$ cat config.mk
export PLATFORM = sky130hd
export DESIGN_NAME = packed_mono_span_fill_top
export DESIGN_NICKNAME = d
export VERILOG_FILES = /design/src/rtl/core/pspf_pkg.sv /design/src/rtl/core/pspf_datapath.sv /design/src/rtl/core/pspf_ctrl.sv /design/src/rtl/core/packed_mono_span_fill_top.sv
export SDC_FILE = /design/constraint.sdc
export NUM_CORES = 1
export LEC_CHECK = 0
export CELL_PAD_IN_SITES_DETAIL_PLACEMENT = 0
export CELL_PAD_IN_SITES_GLOBAL_PLACEMENT = 1
export CORE_MARGIN = 4
export CORE_UTILIZATION = 35
export CTS_CLUSTER_DIAMETER = 30
export CTS_CLUSTER_SIZE = 12
export DETAILED_ROUTE_END_ITERATION = 8
export DONT_BUFFER_PORTS = 1
export PLACE_DENSITY_LB_ADDON = 0.1
export SLEW_MARGIN = 20
export SYNTH_ARGS = -nofsm -noshare
export SYNTH_HDL_FRONTEND = slang
export SYNTH_SLANG_ARGS = --single-unit
export TNS_END_PERCENT = 30
$ cat constraint.sdc
create_clock -name clk -period 4.8 [get_ports clk]
set_input_delay 0.24 -clock clk [delete_from_list [all_inputs] [get_ports clk]]
set_output_delay 0.24 -clock clk [all_outputs]
set_load 0.005 [all_outputs]
$ cat src/rtl/core/pspf_pkg.sv
// Package for the packed mono span fill block.
// Shared constants, register indexes and controller/datapath interface structs.
// No dependencies.
`default_nettype none

package pspf_pkg;

  localparam int SCREEN_MAX_BYTES = 8192;
  localparam int ROW_MAX_BYTES    = 64;

  localparam int XW     = 9;   // pixel column width
  localparam int ROWW   = 13;  // pixel row width
  localparam int ADDRW  = 13;  // byte address width
  localparam int BPRW   = 7;   // bytes_per_row register width
  localparam int SBW    = 14;  // screen_bytes register width
  localparam int BASEW  = BPRW + ROWW;
  localparam int CFG_IW = 2;
  localparam int CFG_DW = 14;

  localparam logic [BPRW-1:0]   BPR_RESET   = BPRW'(8);
  localparam logic [BPRW-1:0]   BPR_MAX     = BPRW'(ROW_MAX_BYTES);
  localparam logic [SBW-1:0]    SB_RESET    = SBW'(192);
  localparam logic [SBW-1:0]    BOUND_MAX   = SBW'(SCREEN_MAX_BYTES);
  localparam logic [7:0]        MASK_FULL   = 8'hFF;

  localparam logic [CFG_IW-1:0] REG_BYTES_PER_ROW = CFG_IW'(0);
  localparam logic [CFG_IW-1:0] REG_SCREEN_BYTES  = CFG_IW'(1);

  typedef struct packed {
    logic load;   // capture input item
    logic mul;    // register row base address
    logic eval;   // bound check and first result
    logic step;   // advance to next byte
  } dp_cmd_t;

  typedef struct packed {
    logic last;   // current result is the final one of the span
  } dp_stat_t;

endpackage

`default_nettype wire

$ cat src/rtl/core/pspf_datapath.sv
// Datapath for the span fill: config registers, address math, result registers.
// Depends on pspf_pkg; driven by pspf_ctrl commands.
`default_nettype none

module pspf_datapath (
  input  wire                          clk,
  input  wire                          rst,
  input  wire                          cfg_we,
  input  wire [pspf_pkg::CFG_IW-1:0]   cfg_index,
  input  wire [pspf_pkg::CFG_DW-1:0]   cfg_data,
  input  wire [pspf_pkg::XW-1:0]       x_start,
  input  wire [pspf_pkg::XW-1:0]       x_end,
  input  wire [pspf_pkg::ROWW-1:0]     row,
  input  pspf_pkg::dp_cmd_t            cmd,
  output pspf_pkg::dp_stat_t           stat,
  output logic [pspf_pkg::ADDRW-1:0]   byte_address,
  output logic [7:0]                   set_mask,
  output logic                         is_error,
  output logic                         last
);
  import pspf_pkg::*;

  logic [BPRW-1:0]  bytes_per_row;
  logic [SBW-1:0]   screen_bytes;
  logic [BPRW-1:0]  bpr_next;

  logic [5:0]       xs_hi, xe_hi;
  logic [2:0]       xs_lo, xe_lo;
  logic [ROWW-1:0]  row_q;
  logic [BASEW-1:0] base;

  logic [ADDRW-1:0] final_address;
  logic [7:0]       final_mask;

  logic [SBW-1:0]   bound;
  logic [BASEW-1:0] start_addr, end_addr;
  logic [7:0]       smask, emask;
  logic             span_err;
  logic [ADDRW-1:0] addr_inc;

  always_comb begin
    bpr_next = cfg_data[BPRW-1:0];
    if (bpr_next > BPR_MAX) begin
      bpr_next = BPR_MAX;
    end
  end

  always_ff @(posedge clk) begin
    if (rst) begin
      bytes_per_row <= BPR_RESET;
      screen_bytes  <= SB_RESET;
    end else if (cfg_we) begin
      case (cfg_index)
        REG_BYTES_PER_ROW: bytes_per_row <= bpr_next;
        REG_SCREEN_BYTES:  screen_bytes  <= cfg_data[SBW-1:0];
        default: ;
      endcase
    end
  end

  always_comb begin
    bound      = (screen_bytes > BOUND_MAX) ? BOUND_MAX : screen_bytes;
    start_addr = base + BASEW'(xs_hi);
    end_addr   = base + BASEW'(xe_hi);
    span_err   = (start_addr >= BASEW'(bound)) || (end_addr >= BASEW'(bound)) ||
                 (xs_hi > xe_hi);
    smask      = MASK_FULL >> xs_lo;
    emask      = ~(MASK_FULL >> ({1'b0, xe_lo} + 4'd1));
    addr_inc   = byte_address + ADDRW'(1);
  end

  always_ff @(posedge clk) begin
    if (cmd.load) begin
      xs_hi <= x_start[XW-1:3];
      xs_lo <= x_start[2:0];
      xe_hi <= x_end[XW-1:3];
      xe_lo <= x_end[2:0];
      row_q <= row;
    end
    if (cmd.mul) begin
      base <= BASEW'(bytes_per_row) * BASEW'(row_q);
    end
    if (cmd.eval) begin
      final_address <= end_addr[ADDRW-1:0];
      final_mask    <= emask;
      if (span_err) begin
        byte_address <= '0;
        set_mask     <= '0;
        is_error     <= 1'b1;
        last         <= 1'b1;
      end else if (xs_hi == xe_hi) begin
        byte_address <= start_addr[ADDRW-1:0];
        set_mask     <= smask & emask;
        is_error     <= 1'b0;
        last         <= 1'b1;
      end else begin
        byte_address <= start_addr[ADDRW-1:0];
        set_mask     <= smask;
        is_error     <= 1'b0;
        last         <= 1'b0;
      end
    end else if (cmd.step) begin
      byte_address <= addr_inc;
      if (addr_inc == final_address) begin
        set_mask <= final_mask;
        last     <= 1'b1;
      end else begin
        set_mask <= MASK_FULL;
        last     <= 1'b0;
      end
    end
  end

  assign stat.last = last;

endmodule

`default_nettype wire

$ cat src/rtl/core/pspf_ctrl.sv
// Controller state machine for the span fill: handshakes and datapath commands.
// Depends on pspf_pkg.
`default_nettype none

module pspf_ctrl (
  input  wire                 clk,
  input  wire                 rst,
  input  wire                 in_valid,
  output logic                in_ready,
  output logic                out_valid,
  input  wire                 out_ready,
  input  pspf_pkg::dp_stat_t  stat,
  output pspf_pkg::dp_cmd_t   cmd
);
  import pspf_pkg::*;

  localparam logic [1:0] S_IDLE = 2'd0;
  localparam logic [1:0] S_MUL  = 2'd1;
  localparam logic [1:0] S_EVAL = 2'd2;
  localparam logic [1:0] S_EMIT = 2'd3;

  logic [1:0] state, state_next;

  always_comb begin
    state_next = state;
    cmd        = '0;
    in_ready   = 1'b0;
    out_valid  = 1'b0;
    case (state)
      S_IDLE: begin
        in_ready = 1'b1;
        if (in_valid) begin
          cmd.load   = 1'b1;
          state_next = S_MUL;
        end
      end
      S_MUL: begin
        cmd.mul    = 1'b1;
        state_next = S_EVAL;
      end
      S_EVAL: begin
        cmd.eval   = 1'b1;
        state_next = S_EMIT;
      end
      S_EMIT: begin
        out_valid = 1'b1;
        if (out_ready) begin
          if (stat.last) begin
            state_next = S_IDLE;
          end else begin
            cmd.step = 1'b1;
          end
        end
      end
      default: state_next = S_IDLE;
    endcase
  end

  always_ff @(posedge clk) begin
    if (rst) begin
      state <= S_IDLE;
    end else begin
      state <= state_next;
    end
  end

`ifndef ASSERT_OFF
  a_no_overlap: assert property (@(posedge clk) disable iff (rst)
    !(in_ready && out_valid))
    else $error("input taken while a result is pending");
  a_accept_starts: assert property (@(posedge clk) disable iff (rst)
    (in_valid && in_ready) |=> (state == S_MUL))
    else $error("accepted item did not start the sequence");
  a_eval_emits: assert property (@(posedge clk) disable iff (rst)
    (state == S_EVAL) |=> out_valid)
    else $error("no result after evaluation");
  a_last_frees: assert property (@(posedge clk) disable iff (rst)
    (out_valid && out_ready && stat.last) |=> in_ready)
    else $error("block not ready after final result");
`endif

endmodule

`default_nettype wire

$ cat src/rtl/core/packed_mono_span_fill_top.sv
// Top level of the packed mono span fill block.
// Instantiates pspf_ctrl and pspf_datapath; depends on pspf_pkg.
//
// Turns a horizontal span (x_start..x_end on one row) of a 1bpp MSB-first
// framebuffer into byte-address/OR-mask results, one per touched byte in
// ascending order, last set on the final one. A rejected span (address not
// below min(screen_bytes, 8192) or start byte after end byte) gives one
// result with is_error set. An item goes through setup (capture, row-base
// multiply, bound check) and then gives 1 to 64 results, one per cycle
// while out_ready is high; in_ready returns in the cycle after the final
// result is taken. Config writes are always ready and must be issued only
// while the block is idle.
`default_nettype none

module packed_mono_span_fill_top (
  input  wire                          clk,
  input  wire                          rst,
  input  wire                          cfg_valid,
  output logic                         cfg_ready,
  input  wire [pspf_pkg::CFG_IW-1:0]   cfg_index,
  input  wire [pspf_pkg::CFG_DW-1:0]   cfg_data,
  input  wire                          in_valid,
  output logic                         in_ready,
  input  wire [pspf_pkg::XW-1:0]       x_start,
  input  wire [pspf_pkg::XW-1:0]       x_end,
  input  wire [pspf_pkg::ROWW-1:0]     row,
  output logic                         out_valid,
  input  wire                          out_ready,
  output logic [pspf_pkg::ADDRW-1:0]   byte_address,
  output logic [7:0]                   set_mask,
  output logic                         is_error,
  output logic                         last
);
  import pspf_pkg::*;

  dp_cmd_t  cmd;
  dp_stat_t stat;

  assign cfg_ready = 1'b1;

  pspf_ctrl u_ctrl (
    .clk       (clk),
    .rst       (rst),
    .in_valid  (in_valid),
    .in_ready  (in_ready),
    .out_valid (out_valid),
    .out_ready (out_ready),
    .stat      (stat),
    .cmd       (cmd)
  );

  pspf_datapath u_dp (
    .clk          (clk),
    .rst          (rst),
    .cfg_we       (cfg_valid && cfg_ready),
    .cfg_index    (cfg_index),
    .cfg_data     (cfg_data),
    .x_start      (x_start),
    .x_end        (x_end),
    .row          (row),
    .cmd          (cmd),
    .stat         (stat),
    .byte_address (byte_address),
    .set_mask     (set_mask),
    .is_error     (is_error),
    .last         (last)
  );

endmodule

`default_nettype wire
==> metrics.csv, run 1 <==
stage,metric,value,unit
worst_setup_path,crit-path max cell delay,530,ps
run,Max Cap Viol,0,
detailed_routing,First-pass DRT Iterations,5,
hold_path,min-delay worst type,in2reg,
detailed_routing,Post-Route WL,23770,um
synth,asr flop ratio synth,0,
worst_setup_path,CP Data Arrival Time,4900,ps
floorplan,IO Count,78,
worst_setup_path,CP Max Fanout,4,
sta,Pins Over Slew Limit,0,
synth,most common cell in the netlist,nand2_1,
detailed_routing,met3 WL,926,um
detailed_routing,via count,6886,
worst_setup_path,crit-path leading delay family,adder cells,
outcome,status,"complete, no violations",
layout,n_diodes,0,
worst_setup_path,"Critical Path, Cell by Cell","buf_4, and2_1, fa_1, fa_1, fa_1, inv_1, fa_1, inv_1, ha_4, o41a_1, a41o_1, o41ai_4, o2111ai_2, a21oi_2, xnor2_1",
sta,Worst Skew,18.27,ps
detailed_routing,DR iter-0 viols,347,
clock_tree,Worst-path clk slew,60,ps
worst_setup_path,worst-case reg-to-reg path depth,15,
sta,Final period util,0.9873,
global_routing,grt total ovfl,0,
worst_setup_path,CP Launch Type,flop,
detailed_routing,Final ANT Viol Nets,0,
synth,post-synth top area share,0.3094,
worst_setup_path,worst reg2reg endpoint,u_dp.base[19],
synth,Mean Syn Cell Area,10.08,um2
clock_tree,CTS tree,yes,
hold_path,hold_sp,cfg_data[6],
detailed_routing,routed wire length per instance,17.70,um
floorplan,die height,169.5,um
synth,synth top area cells,"edfxtp_1 (31%), fa_1 (12%), ha_1 (12%), dfxtp_1 (5.0%), nand2_1 (4.4%)",
synth,#FFs+latches synth,117,
power,pwr/cell area,488.4,nW/um2
place,Port Buffers,0,
clock_tree,maximum buffer depth of the clock tree,2,
synth,Post-synth top cells,"nand2_1 (108), edfxtp_1 (94), ha_1 (89)",
global_routing,gr usage total,0.1689,
detailed_routing,routed length on met2,11060,um
worst_setup_path,CP Buf/Inv Count,3,
floorplan,die area,28720,um2
layout,Nets,1197,
place,DP Wirelength,18560,um
detailed_routing,routed vias/inst,5.127,
detailed_routing,DRC Markers,0,
floorplan,Initial Util,0.3592,
worst_setup_path,"Req. time, crit path",4960,ps
synth,Mapped Cells,905,
sta,Least-Margin Pin Slew,982.7,ps
layout,fraction of layout cells with a size suffix above 1,0.1372,
clock_tree,H-tree Lvls,4,
power,Power Total,5446,uW
worst_setup_path,WS Path Type,reg2reg,
detailed_routing,max layer used,met4,
sta,Fmax,211.0,MHz
sta,Relative slew margins,0.3449,
synth,"EDFF count, synth",94,
worst_setup_path,Reg2Reg Setup Slack,60,ps
synth,Yosys warnings,0,
floorplan,Site Rows,58,
global_routing,antenna violations before repair,0,
clock_tree,number of clock sinks,117,
power,leak pwr,0.004619,uW
clock_tree,number of buffers created by CTS,17,
detailed_routing,Post-Route M1 WL,11490,um
clock_tree,Root Buffer,clkbuf_16,
synth,Yosys cell types,62,
hold_path,worst hold path depth,3,
global_routing,vias in the first global route,7140,
sta,Sum Neg Setup Slack,0,ps
synth,cell area after synthesis,9124,um2
worst_setup_path,CP endpoint kind,flop,
worst_setup_path,reg2reg start,u_dp.row_q[2],
place,Placed Cells,1253,
synth,cell taking the most area after synthesis,edfxtp_1,
synth,"Primary FF master, synth",edfxtp_1,
clock_tree,latest clock arrival within the worst-skew pair,420,ps
sta,RSZ-0062 raised after global routing,true,
floorplan,Core ar.,25400,um2
sta,Final min period,4739,ps
place,gpl congestion,0.8417,
worst_setup_path,Slowest cell on crit path,fa_1,
global_routing,global-route wire length before repair,38340,um
power,Peak VDD IR,0.3885,mV
synth,Mapped Nets,1102,
floorplan,die width,169.5,um
layout,Layout area overhead,22.22,%
sta,final setup violation count,0,
sta,Final Hold Fails,0,
global_routing,largest net degree at the start of global routing,59,
layout,fill count,2497,
layout,Final Non-Filler Cells,1343,
worst_setup_path,CP dominant cell by count,fa_1,
hold_path,worst hold endpoint,u_dp.bytes_per_row[0],
synth,register area share after synthesis,0.3598,
[per-stage QoR]
step	worst slack (ps)	area (um2)	util	hold slack, ps
global placement	-136.8	9778	0.3850	314.5
CTS	-8.191	11080	0.4362	29.56
global route	-166.1	11150	0.4390	33.42
finish	60.80	11150	0.4390	47.22
floorplan	47.69	9134	-	319.3
detailed placement	-228.9	9778	0.3850	314.0
[area by class of cell]
class / instances / area [um2] / share of cell area
clock buffer: 17 / 425.4 / 0.03815
clock inverter: 15 / 186.4 / 0.01672
inverter: 87 / 326.6 / 0.02929
multi-input combinational: 674 / 5570 / 0.4996
sequential: 117 / 3297 / 0.2957
tap: 330 / 412.9 / 0.03703
timing repair buffer: 103 / 932.1 / 0.08360
[cells by family (layout without fill, tap and decap cells)]
group	count (synthesis)	after routing	share of synthesized area
AOI/OAI and AO/OA	158	158	0.1149
buffers and inverters	114	222	0.05074
DFF	117	117	0.3598
xor gates and xnor gates	64	64	0.06144
adders and majority gates	145	145	0.2449
other	1	1	0.0004110
muxes	3	3	0.003291
and+or+nand+nor	303	303	0.1644
[what timing repair did]
item,in CTS,in global routing
gates resized for setup,36,16
setup endpoints to repair,4,6
setup buffers,9,3
hold endpoints to repair,54,0
hold buffers,46,0
pin swaps,28,20
[cell usage in the layout, fill, tap and decap left out, drive strengths merged, types with 6 or more instances in the layout]
cell type / netlist / layout
nand3b: 6 / 6
nand2: 108 / 108
o21bai: 8 / 8
o21ai: 27 / 27
nand3: 17 / 17
edfxtp: 94 / 94
buf: 6 / 57
inv: 87 / 96
nand4: 13 / 13
nor2: 43 / 43
xor2: 18 / 18
nor3: 15 / 15
nor4: 10 / 10
o22ai: 14 / 14
fa: 56 / 56
a21o: 17 / 17
dfxtp: 23 / 23
and2: 65 / 65
clkbuf: 21 / 17
xnor2: 46 / 46
dlygate4sd3: 0 / 46
a211oi: 7 / 7
a21oi: 47 / 47
ha: 89 / 89
and3: 7 / 7
nor3b: 6 / 6
[tightest hold or removal path, stage by stage]
cell	delay [ps]
nor3b_1	30
a21oi_1	110
nor2_1	40
[how the worst max path moves through the flow]
| stage | start | end | cells after the start |
|---|---|---|---|
| floorplan | u_dp.bytes_per_row[3] | u_dp.base[19] | 19 |
| global placement | u_dp.row_q[7] | u_dp.base[18] | 17 |
| detailed placement | u_dp.row_q[4] | u_dp.base[18] | 19 |
| CTS | u_dp.row_q[6] | u_dp.base[19] | 16 |
| global route | u_dp.row_q[4] | u_dp.base[19] | 17 |
| finish | u_dp.row_q[2] | u_dp.base[19] | 15 |
[report_power, final]
part / leakage [uW] / switching (uW) / internal, uW
sequential: 0.00106 / 270 / 1510
combinational: 0.00326 / 1310 / 996
clock: 0.000303 / 564 / 793
[state kept, by name, indices dropped and copies added, names as in the netlist]
name,cells
u_ctrl.state,2
u_dp.base,20
u_dp.byte_address,13
u_dp.bytes_per_row,7
u_dp.final_address,13
u_dp.final_mask,7
u_dp.is_error,1
u_dp.last,1
u_dp.row_q,13
u_dp.screen_bytes,14
u_dp.set_mask,8
u_dp.xe_hi,6
u_dp.xe_lo,3
u_dp.xs_hi,6
u_dp.xs_lo,3
[per-layer routing]
metal	vias to the layer above	track usage
met1	3400	0.2389
met3	22	0.03121
met4	0	0.04200
li1	3335	-
met2	129	0.2695
met5	-	0
(Power assumes the default switching activity.)
==> run 2, diff against run 1 <==
--- a/config.mk
+++ b/config.mk
@@ -5,10 +5,12 @@
 export SDC_FILE = /design/constraint.sdc
 export NUM_CORES = 1
 export LEC_CHECK = 0
+export CAP_MARGIN = 20
 export CELL_PAD_IN_SITES_DETAIL_PLACEMENT = 0
 export CELL_PAD_IN_SITES_GLOBAL_PLACEMENT = 1
 export CORE_MARGIN = 4
 export CORE_UTILIZATION = 35
+export CTS_BUF_LIST = sky130_fd_sc_hd__clkbuf_4
 export CTS_CLUSTER_DIAMETER = 30
 export CTS_CLUSTER_SIZE = 12
 export DETAILED_ROUTE_END_ITERATION = 8
==> constraint.sdc (replaced) <==
create_clock -name clk -period 4.8 [get_ports clk]
set_input_delay 0.96 -clock clk [delete_from_list [all_inputs] [get_ports clk]]
set_output_delay 0.96 -clock clk [all_outputs]
set_load 0.005 [all_outputs]
==> run 2 against run 1 <==
Effect of this change:
- sequential power about the same
- first-iteration DRC count rose by 10%
- fmax fell by 0.49%
- worst hold slack better by 420 ps
- critical path depth is 2 higher
- sequential share of layout area grew 1.8 points
- worst setup slack got worse by 24 ps
==> metrics.csv, run 2 (synthesized netlist as in run 1, its figures left out) <==
stage,metric,value,unit
layout,Regs by FF count,"u_dp.base x20, u_dp.screen_bytes x14",
global_routing,antenna violations before repair,2,
worst_setup_path,Reg2Reg Setup Slack,40,ps
sta,Fmax,210.0,MHz
sta,Least-Margin Pin Slew,981.8,ps
global_routing,gr usage total,0.1684,
worst_setup_path,WS Path Type,reg2reg,
clock_tree,number of buffers created by CTS,17,
clock_tree,number of clock sinks,117,
sta,final setup violation count,0,
hold_path,min-delay worst type,in2reg,
floorplan,Initial Util,0.3592,
detailed_routing,via count,6699,
worst_setup_path,CP Data Arrival Time,5060,ps
power,pwr/cell area,469.2,nW/um2
sta,RSZ-0062 raised after global routing,true,
clock_tree,Worst-path clk slew,150,ps
clock_tree,Root Buffer,clkbuf_4,
detailed_routing,First-pass DRT Iterations,4,
detailed_routing,DRC Markers,0,
detailed_routing,Final ANT Viol Nets,0,
detailed_routing,DR iter-0 viols,382,
place,gpl congestion,0.8417,
sta,Worst Skew,33.96,ps
outcome,status,"complete, no violations",
power,Peak VDD IR,0.3170,mV
place,DP Wirelength,18560,um
floorplan,Core ar.,25400,um2
detailed_routing,routed vias/inst,5.145,
layout,fill count,2573,
place,Port Buffers,0,
worst_setup_path,CP Max Fanout,5,
run,Max Cap Viol,0,
worst_setup_path,CP endpoint kind,flop,
sta,Pins Over Slew Limit,0,
layout,most frequent cells in the layout,"nand2_1 (108), edfxtp_1 (94), ha_1 (81)",
layout,"most common cell after layout, fill and taps aside",nand2_1,
layout,fraction of layout cells with a size suffix above 1,0.1535,
floorplan,die width,169.5,um
clock_tree,latest clock arrival within the worst-skew pair,550,ps
worst_setup_path,"Req. time, crit path",5090,ps
global_routing,grt total ovfl,0,
sta,Final min period,4763,ps
global_routing,largest net degree at the start of global routing,59,
sta,Sum Neg Setup Slack,0,ps
detailed_routing,routed wire length per instance,18.08,um
clock_tree,CTS tree,yes,
worst_setup_path,CP Launch Type,flop,
layout,Largest register FFs,20,
sta,Final Hold Fails,0,
floorplan,Site Rows,58,
layout,final core utilization,0.4128,
global_routing,vias in the first global route,7003,
sta,Final period util,0.9922,
sta,Relative slew margins,0.3455,
clock_tree,maximum buffer depth of the clock tree,2,
detailed_routing,Post-Route WL,23540,um
layout,Nets,1155,
power,leak pwr,0.004330,uW
floorplan,die area,28720,um2
layout,Reg with most FFs,u_dp.base,
clock_tree,H-tree Lvls,4,
floorplan,IO Count,78,
floorplan,die height,169.5,um
layout,Layout area overhead,14.91,%
global_routing,global-route wire length before repair,38080,um
## run 2: cell types whose count changed in the layout (fill, tap and decap cells not counted), sizes merged
cell	before	now
buf	57	61
diode	0	1
dlygate4sd3	46	0
## run 2: where the power goes
part | total [uW] | switching [uW] | internal (uW)
Sequential | 1780 | 272 | 1510
Combinational | 2300 | 1310 | 990
Clock | 835 | 498 | 336
Total | 4920 | 2080 | 2840
## run 2: worst paths after layout
kind	from	endpoint	cells after the start
worst max-delay path	u_dp.row_q[4]	u_dp.base[18]	17
worst min-delay path	rst	u_dp.bytes_per_row[6]	1
worst max register to register	u_dp.row_q[4]	u_dp.base[18]	17
worst min register to register	u_dp.screen_bytes[13]	u_dp.screen_bytes[13]	2
## run 2: layout make-up
cell class / count / area, um2 / area share
Antenna cell: 1 / 2.502 / 0.0002387
Clock buffer: 17 / 127.6 / 0.01217
Clock inverter: 15 / 186.4 / 0.01778
Inverter: 87 / 326.6 / 0.03115
Multi-Input combinational cell: 674 / 5619 / 0.5360
Sequential cell: 117 / 3292 / 0.3140
Tap cell: 330 / 412.9 / 0.03938
Timing Repair Buffer: 61 / 516.7 / 0.04929
## run 2: worst max-delay path: stages (launching register included)
cell      delay (ps)
edfxtp_1         500
and2_4           190
fa_1             550
fa_1             430
fa_1             530
inv_2             40
fa_1             510
inv_2             50
ha_4             210
a21o_4           240
nor3_4           190
o21ai_4          100
a31o_4           260
o41ai_4          270
buf_4            160
o21bai_1          50
a21oi_1          170
xnor2_1           80
## run 2: per-stage QoR
step / std cells / instance area, um2 / hold WS, ps / setup slack, ps / power, uW
finish: 1302 / 10480 / 466.1 / 37.29 / 4919
global route: 1302 / 10480 / 370.3 / -159.1 / 5357
global placement: 1253 / 9778 / 465.5 / -136.8 / 3948
CTS: 1298 / 10430 / 388.1 / -27.70 / 4959
detailed placement: 1253 / 9778 / 468.0 / -228.9 / 3983
floorplan: 905 / 9134 / 445.1 / 47.69 / 3274
## run 2: metal layers
| layer | track usage | wire, um |
|---|---|---|
| met2 | 0.2646 | 10820 |
| met5 | 0 | 7 |
| met3 | 0.03354 | 949 |
| met1 | 0.2376 | 11380 |
| met4 | 0.04760 | 388 |
## run 2: repair_timing
action	in CTS	in global routing
setup endpoints to repair	5	6
gates resized for setup	58	7
buffers inserted	13	3
endpoints found under the hold margin	0	0
pin swaps	52	13
hold buffers	0	0
cloned	0	0
==> run 3, diff against run 2 <==
--- a/config.mk
+++ b/config.mk
@@ -16,6 +16,7 @@
 export DETAILED_ROUTE_END_ITERATION = 8
 export DONT_BUFFER_PORTS = 1
 export PLACE_DENSITY_LB_ADDON = 0.1
+export RECOVER_POWER = 100
 export SLEW_MARGIN = 20
 export SYNTH_ARGS = -nofsm -noshare
 export SYNTH_HDL_FRONTEND = slang
==> run 3 against run 2 <==
Effect of this change:
- the run now ends with capacitance limit, slew limit left
- routed wire length hardly changed
- critical path depth stayed put
- die area is the same
- largest cell class unchanged
==> metrics.csv, run 3 (synthesized netlist as in run 1, its figures left out) <==
stage,metric,value,unit
outcome,status,"finished, violations left",
outcome,failing checks,"capacitance limit, slew limit",
layout,Largest register FFs,20,
hold_path,hold_sp,rst,
power,Peak VDD IR,0.3082,mV
hold_path,min-delay worst type,in2reg,
detailed_routing,Post-Route WL,23550,um
layout,fill count,2575,
hold_path,worst hold path depth,1,
sta,Pins Over Slew Limit,91,
layout,Regs by FF count,"u_dp.base x20, u_dp.screen_bytes x14",
floorplan,IO Count,78,
global_routing,antenna violations before repair,2,
power,pwr/cell area,471.3,nW/um2
clock_tree,latest clock arrival within the worst-skew pair,550,ps
worst_setup_path,CP endpoint kind,flop,
sta,Least-Margin Pin Slew,2756,ps
detailed_routing,Final ANT Viol Nets,0,
floorplan,die width,169.5,um
detailed_routing,routed wire length per instance,18.09,um
worst_setup_path,WS Path Type,reg2reg,
global_routing,grt met3 use,0.03354,
layout,most frequent cells in the layout,"nand2_1 (108), edfxtp_1 (94), ha_1 (82)",
detailed_routing,First-pass DRT Iterations,4,
global_routing,met1 usage,0.2376,
place,Port Buffers,0,
clock_tree,number of buffers created by CTS,17,
sta,Final Hold Fails,0,
worst_setup_path,Reg2Reg Setup Slack,40,ps
detailed_routing,DRC Markers,0,
layout,Final Non-Filler Cells,1302,
layout,Reg with most FFs,u_dp.base,
global_routing,largest net degree at the start of global routing,59,
sta,Final period util,0.9921,
clock_tree,Root Buffer,clkbuf_4,
clock_tree,hold bufs inserted after CTS,0,
worst_setup_path,"Req. time, crit path",5100,ps
global_routing,GRT busiest layer,met2,
sta,Final min period,4762,ps
global_routing,global-route wire length before repair,38080,um
hold_path,worst hold endpoint,u_dp.bytes_per_row[6],
layout,final core utilization,0.4123,
sta,Relative slew margins,-0.8370,
detailed_routing,routed vias/inst,5.171,
worst_setup_path,reg2reg start,u_dp.row_q[4],
worst_setup_path,CP Max Fanout,5,
clock_tree,number of clock sinks,117,
place,DP Wirelength,18560,um
layout,fraction of layout cells with a size suffix above 1,0.1493,
global_routing,vias in the first global route,7003,
floorplan,Initial Util,0.3592,
clock_tree,maximum buffer depth of the clock tree,2,
floorplan,die height,169.5,um
clock_tree,CTS tree,yes,
layout,Layout area overhead,14.78,%
power,Power Total,4935,uW
sta,Worst Skew,34.12,ps
global_routing,M2 GR Usage,0.2646,
layout,"most common cell after layout, fill and taps aside",nand2_1,
detailed_routing,via count,6732,
global_routing,gr usage total,0.1684,
detailed_routing,DR iter-0 viols,378,
sta,RSZ-0062 raised after global routing,true,
worst_setup_path,worst-case reg-to-reg path depth,17,
sta,Sum Neg Setup Slack,0,ps
worst_setup_path,worst reg2reg endpoint,u_dp.base[18],
sta,final setup violation count,0,
worst_setup_path,CP Launch Type,flop,
power,leak pwr,0.004320,uW
sta,Fmax,210.0,MHz
floorplan,Core ar.,25400,um2
clock_tree,H-tree Lvls,4,
run,Max Cap Viol,2,
floorplan,Site Rows,58,
worst_setup_path,CP Data Arrival Time,5060,ps
layout,Nets,1155,
floorplan,die area,28720,um2
global_routing,grt total ovfl,0,
place,gpl congestion,0.8417,
place,Placed Cells,1253,
clock_tree,Worst-path clk slew,150,ps
==> run 3: cell types whose count changed in the layout (fill, tap and decap cells not counted), sizes merged <==
cell	before	now
buf	61	59
clkbuf	17	19
==> run 3: where the power goes <==
group / switching, uW / internal [uW] / total, uW
clock: 501 / 336 / 837
sequential: 272 / 1520 / 1790
combinational: 1310 / 994 / 2310
total: 2090 / 2850 / 4940
==> run 3: cell type report <==
type | count | area (um2) | area share
sequential | 117 | 3292 | 0.3143
inverter | 87 | 326.6 | 0.03118
timing repair buffer | 61 | 509.2 | 0.04863
antenna | 1 | 2.502 | 0.0002389
multi-input combinational | 674 | 5615 | 0.5362
tap | 330 | 412.9 | 0.03943
clock inverter | 15 | 186.4 | 0.01780
clock buffer | 17 | 127.6 | 0.01219
==> run 3: worst max path at each step <==
| stage | end | slack, ps | start | depth (start not counted) |
|---|---|---|---|---|
| floorplan | u_dp.base[19] | 50 | u_dp.bytes_per_row[3] | 19 |
| global placement | u_dp.base[18] | -140 | u_dp.row_q[7] | 17 |
| detailed placement | u_dp.base[18] | -230 | u_dp.row_q[4] | 19 |
| CTS | u_dp.base[18] | -30 | u_dp.row_q[7] | 18 |
| global route | u_dp.base[19] | -160 | u_dp.row_q[7] | 17 |
| finish | u_dp.base[18] | 40 | u_dp.row_q[4] | 17 |
==> run 3: layer usage <==
layer	up-vias	wire length (um)
met5	-	7
li1	3259	-
met2	129	10760
met4	2	453
met3	25	992
met1	3317	11340
==> run 3: metrics by stage <==
step,area (um2),worst slack [ps],hold slack [ps]
6_report,10470,37.73,464.6
5_1_grt,10470,-159.1,370.3
4_1_cts,10430,-27.70,388.1
3_5_place_dp,9778,-228.9,468.0
3_3_place_gp,9778,-136.8,465.5
2_1_floorplan,9134,47.69,445.1
==> run 3: timing repair <==
action                                  in CTS  in global routing
gates resized for setup                     58                  7
endpoints found under the setup margin       5                  6
pin swaps                                   52                 13
buffers inserted                            13                  3
==> run 3: worst max-delay path, stage by stage, from the launching register on <==
cell and delay, ps:
edfxtp_1 500, and2_4 190, fa_1 550, fa_1 430, fa_1 530, inv_2 40, fa_1 510, inv_2 50
ha_4 210, a21o_4 240, nor3_4 190, o21ai_4 100, a31o_4 260, o41ai_4 270, buf_4 160, o21bai_1 50
a21oi_1 170, xnor2_1 80
